--- config.mk ---
export PLATFORM = sky130hd
export DESIGN_NAME = lifo_stack_sort_reverse_top
export DESIGN_NICKNAME = d
export VERILOG_FILES = /design/src/rtl/core/lss_pkg.sv /design/src/rtl/core/lss_ram.sv /design/src/rtl/core/lifo_stack_sort_reverse_top.sv
export VERILOG_INCLUDE_DIRS = /design/src /design/src/rtl/core
export SDC_FILE = /design/constraint.sdc
export NUM_CORES = 2
export LEC_CHECK = 0
export BUFFER_PORTS_ARGS = -buffer_cell sky130_fd_sc_hd__buf_2
export CAP_MARGIN = 20
export CORE_AREA = 2 2 534 536
export DETAILED_ROUTE_END_ITERATION = 6
export DIE_AREA = 0 0 536 538
export SETUP_SLACK_MARGIN = 0.3
export SYNTH_ARGS = -nofsm -noshare
export SYNTH_HDL_FRONTEND = slang
export SYNTH_HIERARCHICAL = 1
export SYNTH_SLANG_ARGS = --single-unit
--- constraint.sdc ---
create_clock -name clk -period 7.13 [get_ports clk]
set_clock_uncertainty 0.2 [all_clocks]
set_input_delay 1.7825 -clock clk [delete_from_list [all_inputs] [get_ports clk]]
set_output_delay 1.7825 -clock clk [all_outputs]
set_load 0.01 [all_outputs]
--- src/rtl/core/assert_macros.svh ---
// ----------------------------------------------------------------------------
// Assertion macros
// Shared concurrent assertion forms, clocked on clk and muted during reset.
// ----------------------------------------------------------------------------
`ifndef ASSERT_MACROS_SVH
`define ASSERT_MACROS_SVH

// A property that must hold at every clock edge outside reset.
`define ASSERT_CLK(label, prop, msg) \
    label: assert property (@(posedge clk) disable iff (!rst_n) (prop)) else $error(msg);

// A condition that must be followed by a consequence in the next cycle.
`define ASSERT_NEXT(label, cond, conseq, msg) \
    label: assert property (@(posedge clk) disable iff (!rst_n) (cond) |=> (conseq)) \
        else $error(msg);

`endif

--- src/rtl/core/lss_pkg.sv ---
// ----------------------------------------------------------------------------
// LIFO stack package
// Command codes and the command and result transfer types of the stack.
// ----------------------------------------------------------------------------
package lss_pkg;

    // Command codes; the remaining codes are treated as no operation.
    localparam logic [2:0] CMD_PUSH    = 3'd0;
    localparam logic [2:0] CMD_POP     = 3'd1;
    localparam logic [2:0] CMD_CLEAR   = 3'd2;
    localparam logic [2:0] CMD_REVERSE = 3'd3;
    localparam logic [2:0] CMD_SORT    = 3'd4;

    // One command transfer.
    typedef struct packed {
        logic [2:0]         cmd;
        logic signed [31:0] push_value;
    } command_t;

    // One result transfer.
    typedef struct packed {
        logic signed [31:0] top_value;
        logic               is_empty;
        logic [6:0]         entry_count;
        logic               push_rejected;
    } result_t;

endpackage

--- src/rtl/core/lss_ram.sv ---
// ----------------------------------------------------------------------------
// Stack entry memory
// One write port and one registered read port; a read of the address being
// written in the same cycle returns the new data.
// ----------------------------------------------------------------------------
module lss_ram #(
    parameter int DEPTH      = 64,
    parameter int DATA_WIDTH = 32
) (
    input  logic                       clk,
    input  logic                       we,
    input  logic [$clog2(DEPTH)-1:0]   waddr,
    input  logic [DATA_WIDTH-1:0]      wdata,
    input  logic [$clog2(DEPTH)-1:0]   raddr,
    output logic [DATA_WIDTH-1:0]      rdata
);

    logic [DATA_WIDTH-1:0] mem [DEPTH];
    logic [DATA_WIDTH-1:0] rdata_reg;

    // Write port.
    always_ff @(posedge clk)
    begin
        if (we)
        begin
            mem[waddr] <= wdata;
        end
    end

    // Read port with write-through forwarding for a same-address access.
    always_ff @(posedge clk)
    begin
        if (we && (waddr == raddr))
        begin
            rdata_reg <= wdata;
        end
        else
        begin
            rdata_reg <= mem[raddr];
        end
    end

    assign rdata = rdata_reg;

endmodule

--- src/rtl/core/lifo_stack_sort_reverse_top.sv ---
// ----------------------------------------------------------------------------
// LIFO stack with sort and reverse
// Bounded stack of signed values held in a single-port-read memory.
// ----------------------------------------------------------------------------
//  Channel   Signals                 Transfer
//  command   start, busy, command    at a rising edge with start high, busy low
//  result    done, result            one cycle wide, at the edge ending it
//
// Push, pop, clear and unused codes give their result in the next cycle, and
// a new command is taken in that same result cycle: one command per cycle.
// Reverse holds busy while it reads and rewrites each swapped pair; sort holds
// it while it fetches each key and moves smaller entries up; the result follows.
// Reset clears state, count and reject flag; the entry memory has no clearing pass.
// The receiver cannot stall; busy is high only during reverse and sort.
// ----------------------------------------------------------------------------
`include "assert_macros.svh"

module lifo_stack_sort_reverse_top #(
    parameter int DEPTH      = 64,
    parameter int DATA_WIDTH = 32
) (
    input  logic              clk,
    input  logic              rst_n,
    input  logic              start,
    output logic              busy,
    input  lss_pkg::command_t command,
    output logic              done,
    output lss_pkg::result_t  result
);

    localparam int ADDR_W = $clog2(DEPTH);
    localparam int CNT_W  = $clog2(DEPTH + 1);
    localparam logic [CNT_W-1:0] CNT_FULL = CNT_W'(DEPTH);
    localparam logic [CNT_W-1:0] CNT_ONE  = CNT_W'(1);
    localparam logic [CNT_W-1:0] CNT_TWO  = CNT_W'(2);

    typedef enum logic [7:0] {
        ST_IDLE      = 8'b0000_0001,
        ST_RESP      = 8'b0000_0010,
        ST_REV_HI    = 8'b0000_0100,
        ST_REV_WR    = 8'b0000_1000,
        ST_REV_WR2   = 8'b0001_0000,
        ST_SRT_KEY   = 8'b0010_0000,
        ST_SRT_CMP   = 8'b0100_0000,
        ST_SRT_PLACE = 8'b1000_0000
    } state_t;

    state_t                state_reg, state_next;
    logic [CNT_W-1:0]      count_reg, count_next;
    logic                  rej_reg, rej_next;
    logic [CNT_W-1:0]      a_reg, a_next;
    logic [CNT_W-1:0]      b_reg, b_next;
    logic [DATA_WIDTH-1:0] key_reg, key_next;
    logic [DATA_WIDTH-1:0] tmp_reg, tmp_next;

    logic                  mem_we;
    logic [ADDR_W-1:0]     mem_waddr;
    logic [DATA_WIDTH-1:0] mem_wdata;
    logic [ADDR_W-1:0]     mem_raddr;
    logic [DATA_WIDTH-1:0] mem_rdata;
    logic [CNT_W-1:0]      top_idx;
    logic [DATA_WIDTH-1:0] push_word;
    logic                  accept;
    logic                  key_above;

    lss_ram #(
        .DEPTH      (DEPTH),
        .DATA_WIDTH (DATA_WIDTH)
    ) u_ram (
        .clk   (clk),
        .we    (mem_we),
        .waddr (mem_waddr),
        .wdata (mem_wdata),
        .raddr (mem_raddr),
        .rdata (mem_rdata)
    );

    // A new command is taken when idle or while the previous result is shown.
    assign busy      = !((state_reg == ST_IDLE) || (state_reg == ST_RESP));
    assign accept    = start && !busy;
    assign push_word = DATA_WIDTH'(command.push_value);
    assign key_above = $signed(mem_rdata) < $signed(key_reg);
    assign top_idx   = count_next - CNT_ONE;

    // Command sequencer.
    always_comb
    begin
        state_next = state_reg;
        count_next = count_reg;
        rej_next   = rej_reg;
        a_next     = a_reg;
        b_next     = b_reg;
        key_next   = key_reg;
        tmp_next   = tmp_reg;
        mem_we     = 1'b0;
        mem_waddr  = '0;
        mem_wdata  = '0;
        mem_raddr  = '0;

        case (state_reg)
            ST_IDLE, ST_RESP:
            begin
                if (accept)
                begin
                    rej_next   = 1'b0;
                    state_next = ST_RESP;
                    case (command.cmd)
                        lss_pkg::CMD_PUSH:
                        begin
                            if (count_reg == CNT_FULL)
                            begin
                                rej_next = 1'b1;
                            end
                            else
                            begin
                                mem_we     = 1'b1;
                                mem_waddr  = count_reg[ADDR_W-1:0];
                                mem_wdata  = push_word;
                                count_next = count_reg + CNT_ONE;
                            end
                        end
                        lss_pkg::CMD_POP:
                        begin
                            if (count_reg != '0)
                            begin
                                count_next = count_reg - CNT_ONE;
                            end
                        end
                        lss_pkg::CMD_CLEAR:
                        begin
                            count_next = '0;
                        end
                        lss_pkg::CMD_REVERSE:
                        begin
                            if (count_reg >= CNT_TWO)
                            begin
                                a_next     = '0;
                                b_next     = count_reg - CNT_ONE;
                                state_next = ST_REV_HI;
                            end
                        end
                        lss_pkg::CMD_SORT:
                        begin
                            if (count_reg >= CNT_TWO)
                            begin
                                a_next     = CNT_ONE;
                                state_next = ST_SRT_KEY;
                            end
                        end
                        default:
                        begin
                        end
                    endcase
                    // Start of the first pass of a reordering command.
                    if (state_next == ST_REV_HI)
                    begin
                        mem_raddr = '0;
                    end
                    else if (state_next == ST_SRT_KEY)
                    begin
                        mem_raddr = CNT_ONE[ADDR_W-1:0];
                    end
                end
                else
                begin
                    state_next = ST_IDLE;
                end
            end
            // Reverse: lower entry arrives, fetch the upper one.
            ST_REV_HI:
            begin
                tmp_next   = mem_rdata;
                mem_raddr  = b_reg[ADDR_W-1:0];
                state_next = ST_REV_WR;
            end
            ST_REV_WR:
            begin
                mem_we     = 1'b1;
                mem_waddr  = a_reg[ADDR_W-1:0];
                mem_wdata  = mem_rdata;
                state_next = ST_REV_WR2;
            end
            ST_REV_WR2:
            begin
                mem_we    = 1'b1;
                mem_waddr = b_reg[ADDR_W-1:0];
                mem_wdata = tmp_reg;
                a_next    = a_reg + CNT_ONE;
                b_next    = b_reg - CNT_ONE;
                if (a_next < b_next)
                begin
                    mem_raddr  = a_next[ADDR_W-1:0];
                    state_next = ST_REV_HI;
                end
                else
                begin
                    state_next = ST_RESP;
                end
            end
            // Sort: the key arrives, start comparing below it.
            ST_SRT_KEY:
            begin
                key_next   = mem_rdata;
                b_next     = a_reg;
                mem_raddr  = ADDR_W'(a_reg - CNT_ONE);
                state_next = ST_SRT_CMP;
            end
            ST_SRT_CMP:
            begin
                mem_we    = 1'b1;
                mem_waddr = b_reg[ADDR_W-1:0];
                if (key_above)
                begin
                    // The entry below is smaller than the key: move it up.
                    mem_wdata = mem_rdata;
                    b_next    = b_reg - CNT_ONE;
                    if (b_next == '0)
                    begin
                        state_next = ST_SRT_PLACE;
                    end
                    else
                    begin
                        mem_raddr = ADDR_W'(b_next - CNT_ONE);
                    end
                end
                else
                begin
                    mem_wdata = key_reg;
                    a_next    = a_reg + CNT_ONE;
                    if (a_next < count_reg)
                    begin
                        mem_raddr  = a_next[ADDR_W-1:0];
                        state_next = ST_SRT_KEY;
                    end
                    else
                    begin
                        state_next = ST_RESP;
                    end
                end
            end
            ST_SRT_PLACE:
            begin
                mem_we    = 1'b1;
                mem_waddr = '0;
                mem_wdata = key_reg;
                a_next    = a_reg + CNT_ONE;
                if (a_next < count_reg)
                begin
                    mem_raddr  = a_next[ADDR_W-1:0];
                    state_next = ST_SRT_KEY;
                end
                else
                begin
                    state_next = ST_RESP;
                end
            end
            default:
            begin
                state_next = ST_IDLE;
            end
        endcase

        // Every result cycle is preceded by a read of the new top entry.
        if ((state_next == ST_RESP) && (state_reg != ST_SRT_KEY))
        begin
            mem_raddr = top_idx[ADDR_W-1:0];
        end
    end

    // Control registers.
    always_ff @(posedge clk or negedge rst_n)
    begin
        if (!rst_n)
        begin
            state_reg <= ST_IDLE;
            count_reg <= '0;
            rej_reg   <= 1'b0;
        end
        else
        begin
            state_reg <= state_next;
            count_reg <= count_next;
            rej_reg   <= rej_next;
        end
    end

    // Working registers of the reordering passes.
    always_ff @(posedge clk)
    begin
        a_reg   <= a_next;
        b_reg   <= b_next;
        key_reg <= key_next;
        tmp_reg <= tmp_next;
    end

    // Result transfer.
    assign done                 = (state_reg == ST_RESP);
    assign result.top_value     = (count_reg == '0) ? 32'sd0 : 32'($signed(mem_rdata));
    assign result.is_empty      = (count_reg == '0);
    assign result.entry_count   = 7'(count_reg);
    assign result.push_rejected = rej_reg;

    // Checks.
    `ASSERT_CLK(a_count_bound, count_reg <= CNT_FULL, "entry count above depth")
    `ASSERT_CLK(a_reject_full, !(done && result.push_rejected) || (count_reg == CNT_FULL),
        "push rejected while not full")
    `ASSERT_NEXT(a_push_count, accept && (command.cmd == lss_pkg::CMD_PUSH) &&
        (count_reg != CNT_FULL), count_reg == $past(count_reg) + CNT_ONE,
        "accepted push did not raise the count")
    `ASSERT_NEXT(a_short_done, accept && ((command.cmd == lss_pkg::CMD_PUSH) ||
        (command.cmd == lss_pkg::CMD_POP) || (command.cmd == lss_pkg::CMD_CLEAR)),
        done, "short command gave no result in the next cycle")
    `ASSERT_NEXT(a_reorder_count, busy, count_reg == $past(count_reg),
        "count changed during a reordering pass")

endmodule
==> impl_metrics.env <==
export IMPL_outcome="complete, no violations"
export IMPL_initial_utilization_pct=29.9
export IMPL_yosys_most_used_dff="edfxtp_1"
export IMPL_grt_start_max_net_pins=65
export IMPL_setup_ws_ns=0.452
export IMPL_track_usage_pct=16.4
export IMPL_fp_dieW_um=536
export IMPL_rsz0062_at_grt="no"
export IMPL_seq_area_frac_synth_pct=76.1
export IMPL_fin_tns_setup_ns=0
export IMPL_clock_tree_root_cell="clkbuf_16"
export IMPL_critPathMostFrequentCell="buf_4"
export IMPL_final_net_count=4409
export IMPL_post_synth_instance_area_mm2=0.0846
export IMPL_antenna_left=0
export IMPL_synth_edf_count=2126
export IMPL_cp_data_arrival_time_ns=4.70
export IMPL_min_path_type="flip-flop to flip-flop"
export IMPL_synthMuxAreaShare_pct=15.6
export IMPL_fp_row_count=196
export IMPL_compound_cell_area_share_of_the_yosys_netlist_pct=3.11
export IMPL_synth_cells_most_frequent="edfxtp_1, mux4_2, nor2_1"
export IMPL_synth_area_leaders="edfxtp_1, mux4_2, mux2i_1"
export IMPL_ctsLongestPathBuffers=3
export IMPL_critPathMaxFanout=43
export IMPL_synthArstFlopShare_pct=0.745
export IMPL_slowest_cell_on_the_critical_path="dfxtp_4"
export IMPL_yosysUniqueCellTypes=80
export IMPL_gr_total_overflow=0
export IMPL_cp_slowest_stage_delay_ns=0.96
export IMPL_die_area_mm2=0.288
export IMPL_post_synth_top_area_fraction_pct=75.5
export IMPL_grt_first_pass_wirelength_um=336000
export IMPL_synth_nets=4055
export IMPL_maxSlewHeadroom_pct=24.2
export IMPL_wl_met3_um=22000
export IMPL_path_clk_slew_ns=0.06
export IMPL_gp_congestion=0.880
export IMPL_shortest_clock_period_the_worst_path_allows_after_layout_ns=6.68
export IMPL_ios=81
export IMPL_dominant_combinational_cell_family_by_area_after_synthesis="multiplexers"
export IMPL_tightest_slew_ns=1.14
export IMPL_reg2reg_slack_ns=0.52
export IMPL_maxUsedRoutingLayer="met5"
export IMPL_port_buffer_count=80
export IMPL_filler_cell_count=25900
export IMPL_count_leader_synth="edfxtp_1"
export IMPL_flow_area_growth_from_synthesis_pct=17.3
export IMPL_synthesis_instances=3961
export IMPL_layout_cell_area_non_filler_mm2=0.0992
export IMPL_worst_setup_path_end_kind="primary output"
export IMPL_power_density_mw_per_mm2=338
export IMPL_critical_path_class="flip-flop to primary output"
export IMPL_cts_max_level=4
export IMPL_routed_wl_um=241000
export IMPL_slew_violations=0
export IMPL_clock_sinks=2148
export IMPL_peakVddDrop_mv=0.260
export IMPL_fp_coreArea_mm2=0.283
export IMPL_post_dp_cell_area_mm2=0.0920
export IMPL_synth_warning_count=6
export IMPL_fmax_ghz=0.150
export IMPL_clk_insertion_delay_late_ns=0.87
export IMPL_tritoncts_clock_tree="done"
export IMPL_largest_register_ff_count=2048
export IMPL_dp_worst_setup_slack_ns=0.378
export IMPL_timing_final_crit_share_pct=93.7
export IMPL_cts_buffers_inserted=213
export IMPL_vias=44000
export IMPL_multi_input_comb_area_mm2=0.0196
export IMPL_final_instance_count_excl_fill=8262
export IMPL_grt_antenna_before_repair=2
export IMPL_routedWlPerCell_um=29.2
export IMPL_initialDrtViolationCount=5917
export IMPL_register_area_mm2=0.0644
export IMPL_detail_route_first_pass_iterations=6
export IMPL_maxCapViolCount=0
export IMPL_die_y_um=538
export IMPL_ys_ff_latch=2148
export IMPL_ctsHoldBuffers=0
export IMPL_synth_area_leader_cell="edfxtp_1"
export IMPL_dp_hpwl_um=137000
export IMPL_drcViolationCount=0
export IMPL_grt_pass1_vias=42900
export IMPL_detailroute_wirelength_met2_um=115000
export IMPL_worst_endpoint_required_ns=5.15
export IMPL_post_route_cells_drive_above_1_share_pct=29.8
export IMPL_setup_worst_path_start_class="flip-flop"
export IMPL_vias_per_cell=5.33
export IMPL_crit_path_cell_trace="buf_12, nor2b_1, buf_4, a22oi_1, and3_1, o32ai_1, buf_4, nor3_2, buf_4, and2_1, buf_2"
export IMPL_yosys_area_share_xor_xnor_pct=0.269
export IMPL_synth_simple_area_share_pct=2.58
export IMPL_post_place_cells=7852
export IMPL_hold_viol=0
export IMPL_syn_mean_instance_area_um2=21.3
export IMPL_met1_length_um=97000
export IMPL_synth_adder_area_share_pct=0.829
export IMPL_p_leak_nw=30.3
export IMPL_setup_violations=0
==> cell type report <==
cell class                      instances  share of cell area (%)
Antenna cell                            2                 0.00504
Multi-Input combinational cell       1536                    19.7
Clock buffer                          261                    5.64
Sequential cell                      2148                    64.9
Tap cell                             3762                    4.74
Inverter                               62                   0.235
Timing Repair Buffer                  354                    3.31
Clock inverter                        137                    1.48
==> placed cells by master, fill, tap and decap left out, drive strengths merged, types with 37 or more instances in the layout <==
cell type / count
clkinv: 99
edfxtp: 2126
ha: 56
clkbuf: 261
a21oi: 78
mux4: 544
nand2: 93
buf: 354
and2: 37
nor2: 165
inv: 69
mux2i: 94
o22ai: 85
nand3: 41
==> cells by family after synthesis <==
group                      Yosys count
muxes                              638
DFF                               2148
AOI/OAI and AO/OA                  366
buffers and inverters              277
adders and majority gates           56
and+or+nand+nor                    450
xor gates and xnor gates            26
==> power by group <==
group | switching (W) | internal (W)
Clock | 0.00476 | 0.00653
Sequential | 0.000185 | 0.0141
Combinational | 0.00460 | 0.00340
==> path summary, 6_finish.rpt <==
kind	startpoint	endpoint	cells past startpoint
setup / recovery	flip-flop	result[29]	11
hold / removal	rej_reg$_DFFE_PN0P_	rej_reg$_DFFE_PN0P_	2
setup reg to reg	flip-flop	u_ram/mem[1][10]$_DFFE_PP_	18
hold reg to reg	rej_reg$_DFFE_PN0P_	rej_reg$_DFFE_PN0P_	2
max in group asynchronous	rst_n	state_reg[0]$_DFF_PN1_	1
min in group asynchronous	rst_n	state_reg[1]$_DFF_PN0_	1
==> per-layer routing <==
layer / global-route usage (%) / vias up
met1: 22.4 / 23900
met2: 26.7 / 2301
met5: 0 / -
li1: - / 17400
met3: 3.37 / 363
met4: 4.53 / 2
==> worst max-delay path, delay by kind of cell, from the launching register on <==
kind            cells  cell delay [ns]
flops               1             0.96
buf+inv             5             1.21
compound gates      2             0.27
simple gates        4             1.24
==> through the flow <==
step	util (%)	power, W	hold WS [ns]
finish	35.0	0.0336	0.274
global route	35.0	0.0346	0.300
CTS	35.0	0.0337	0.275
detailed placement	32.5	0.0225	0.263
global placement	32.5	0.0224	0.262
floorplan	-	0.0193	0.250
==> repair_timing <==
action,CTS,global route
endpoints found under the hold margin,0,0
setup buffers,0,7
setup endpoints to repair,1,742
resized for setup,1,4
gates cloned,0,0
Power figures use the tool's default switching activity.
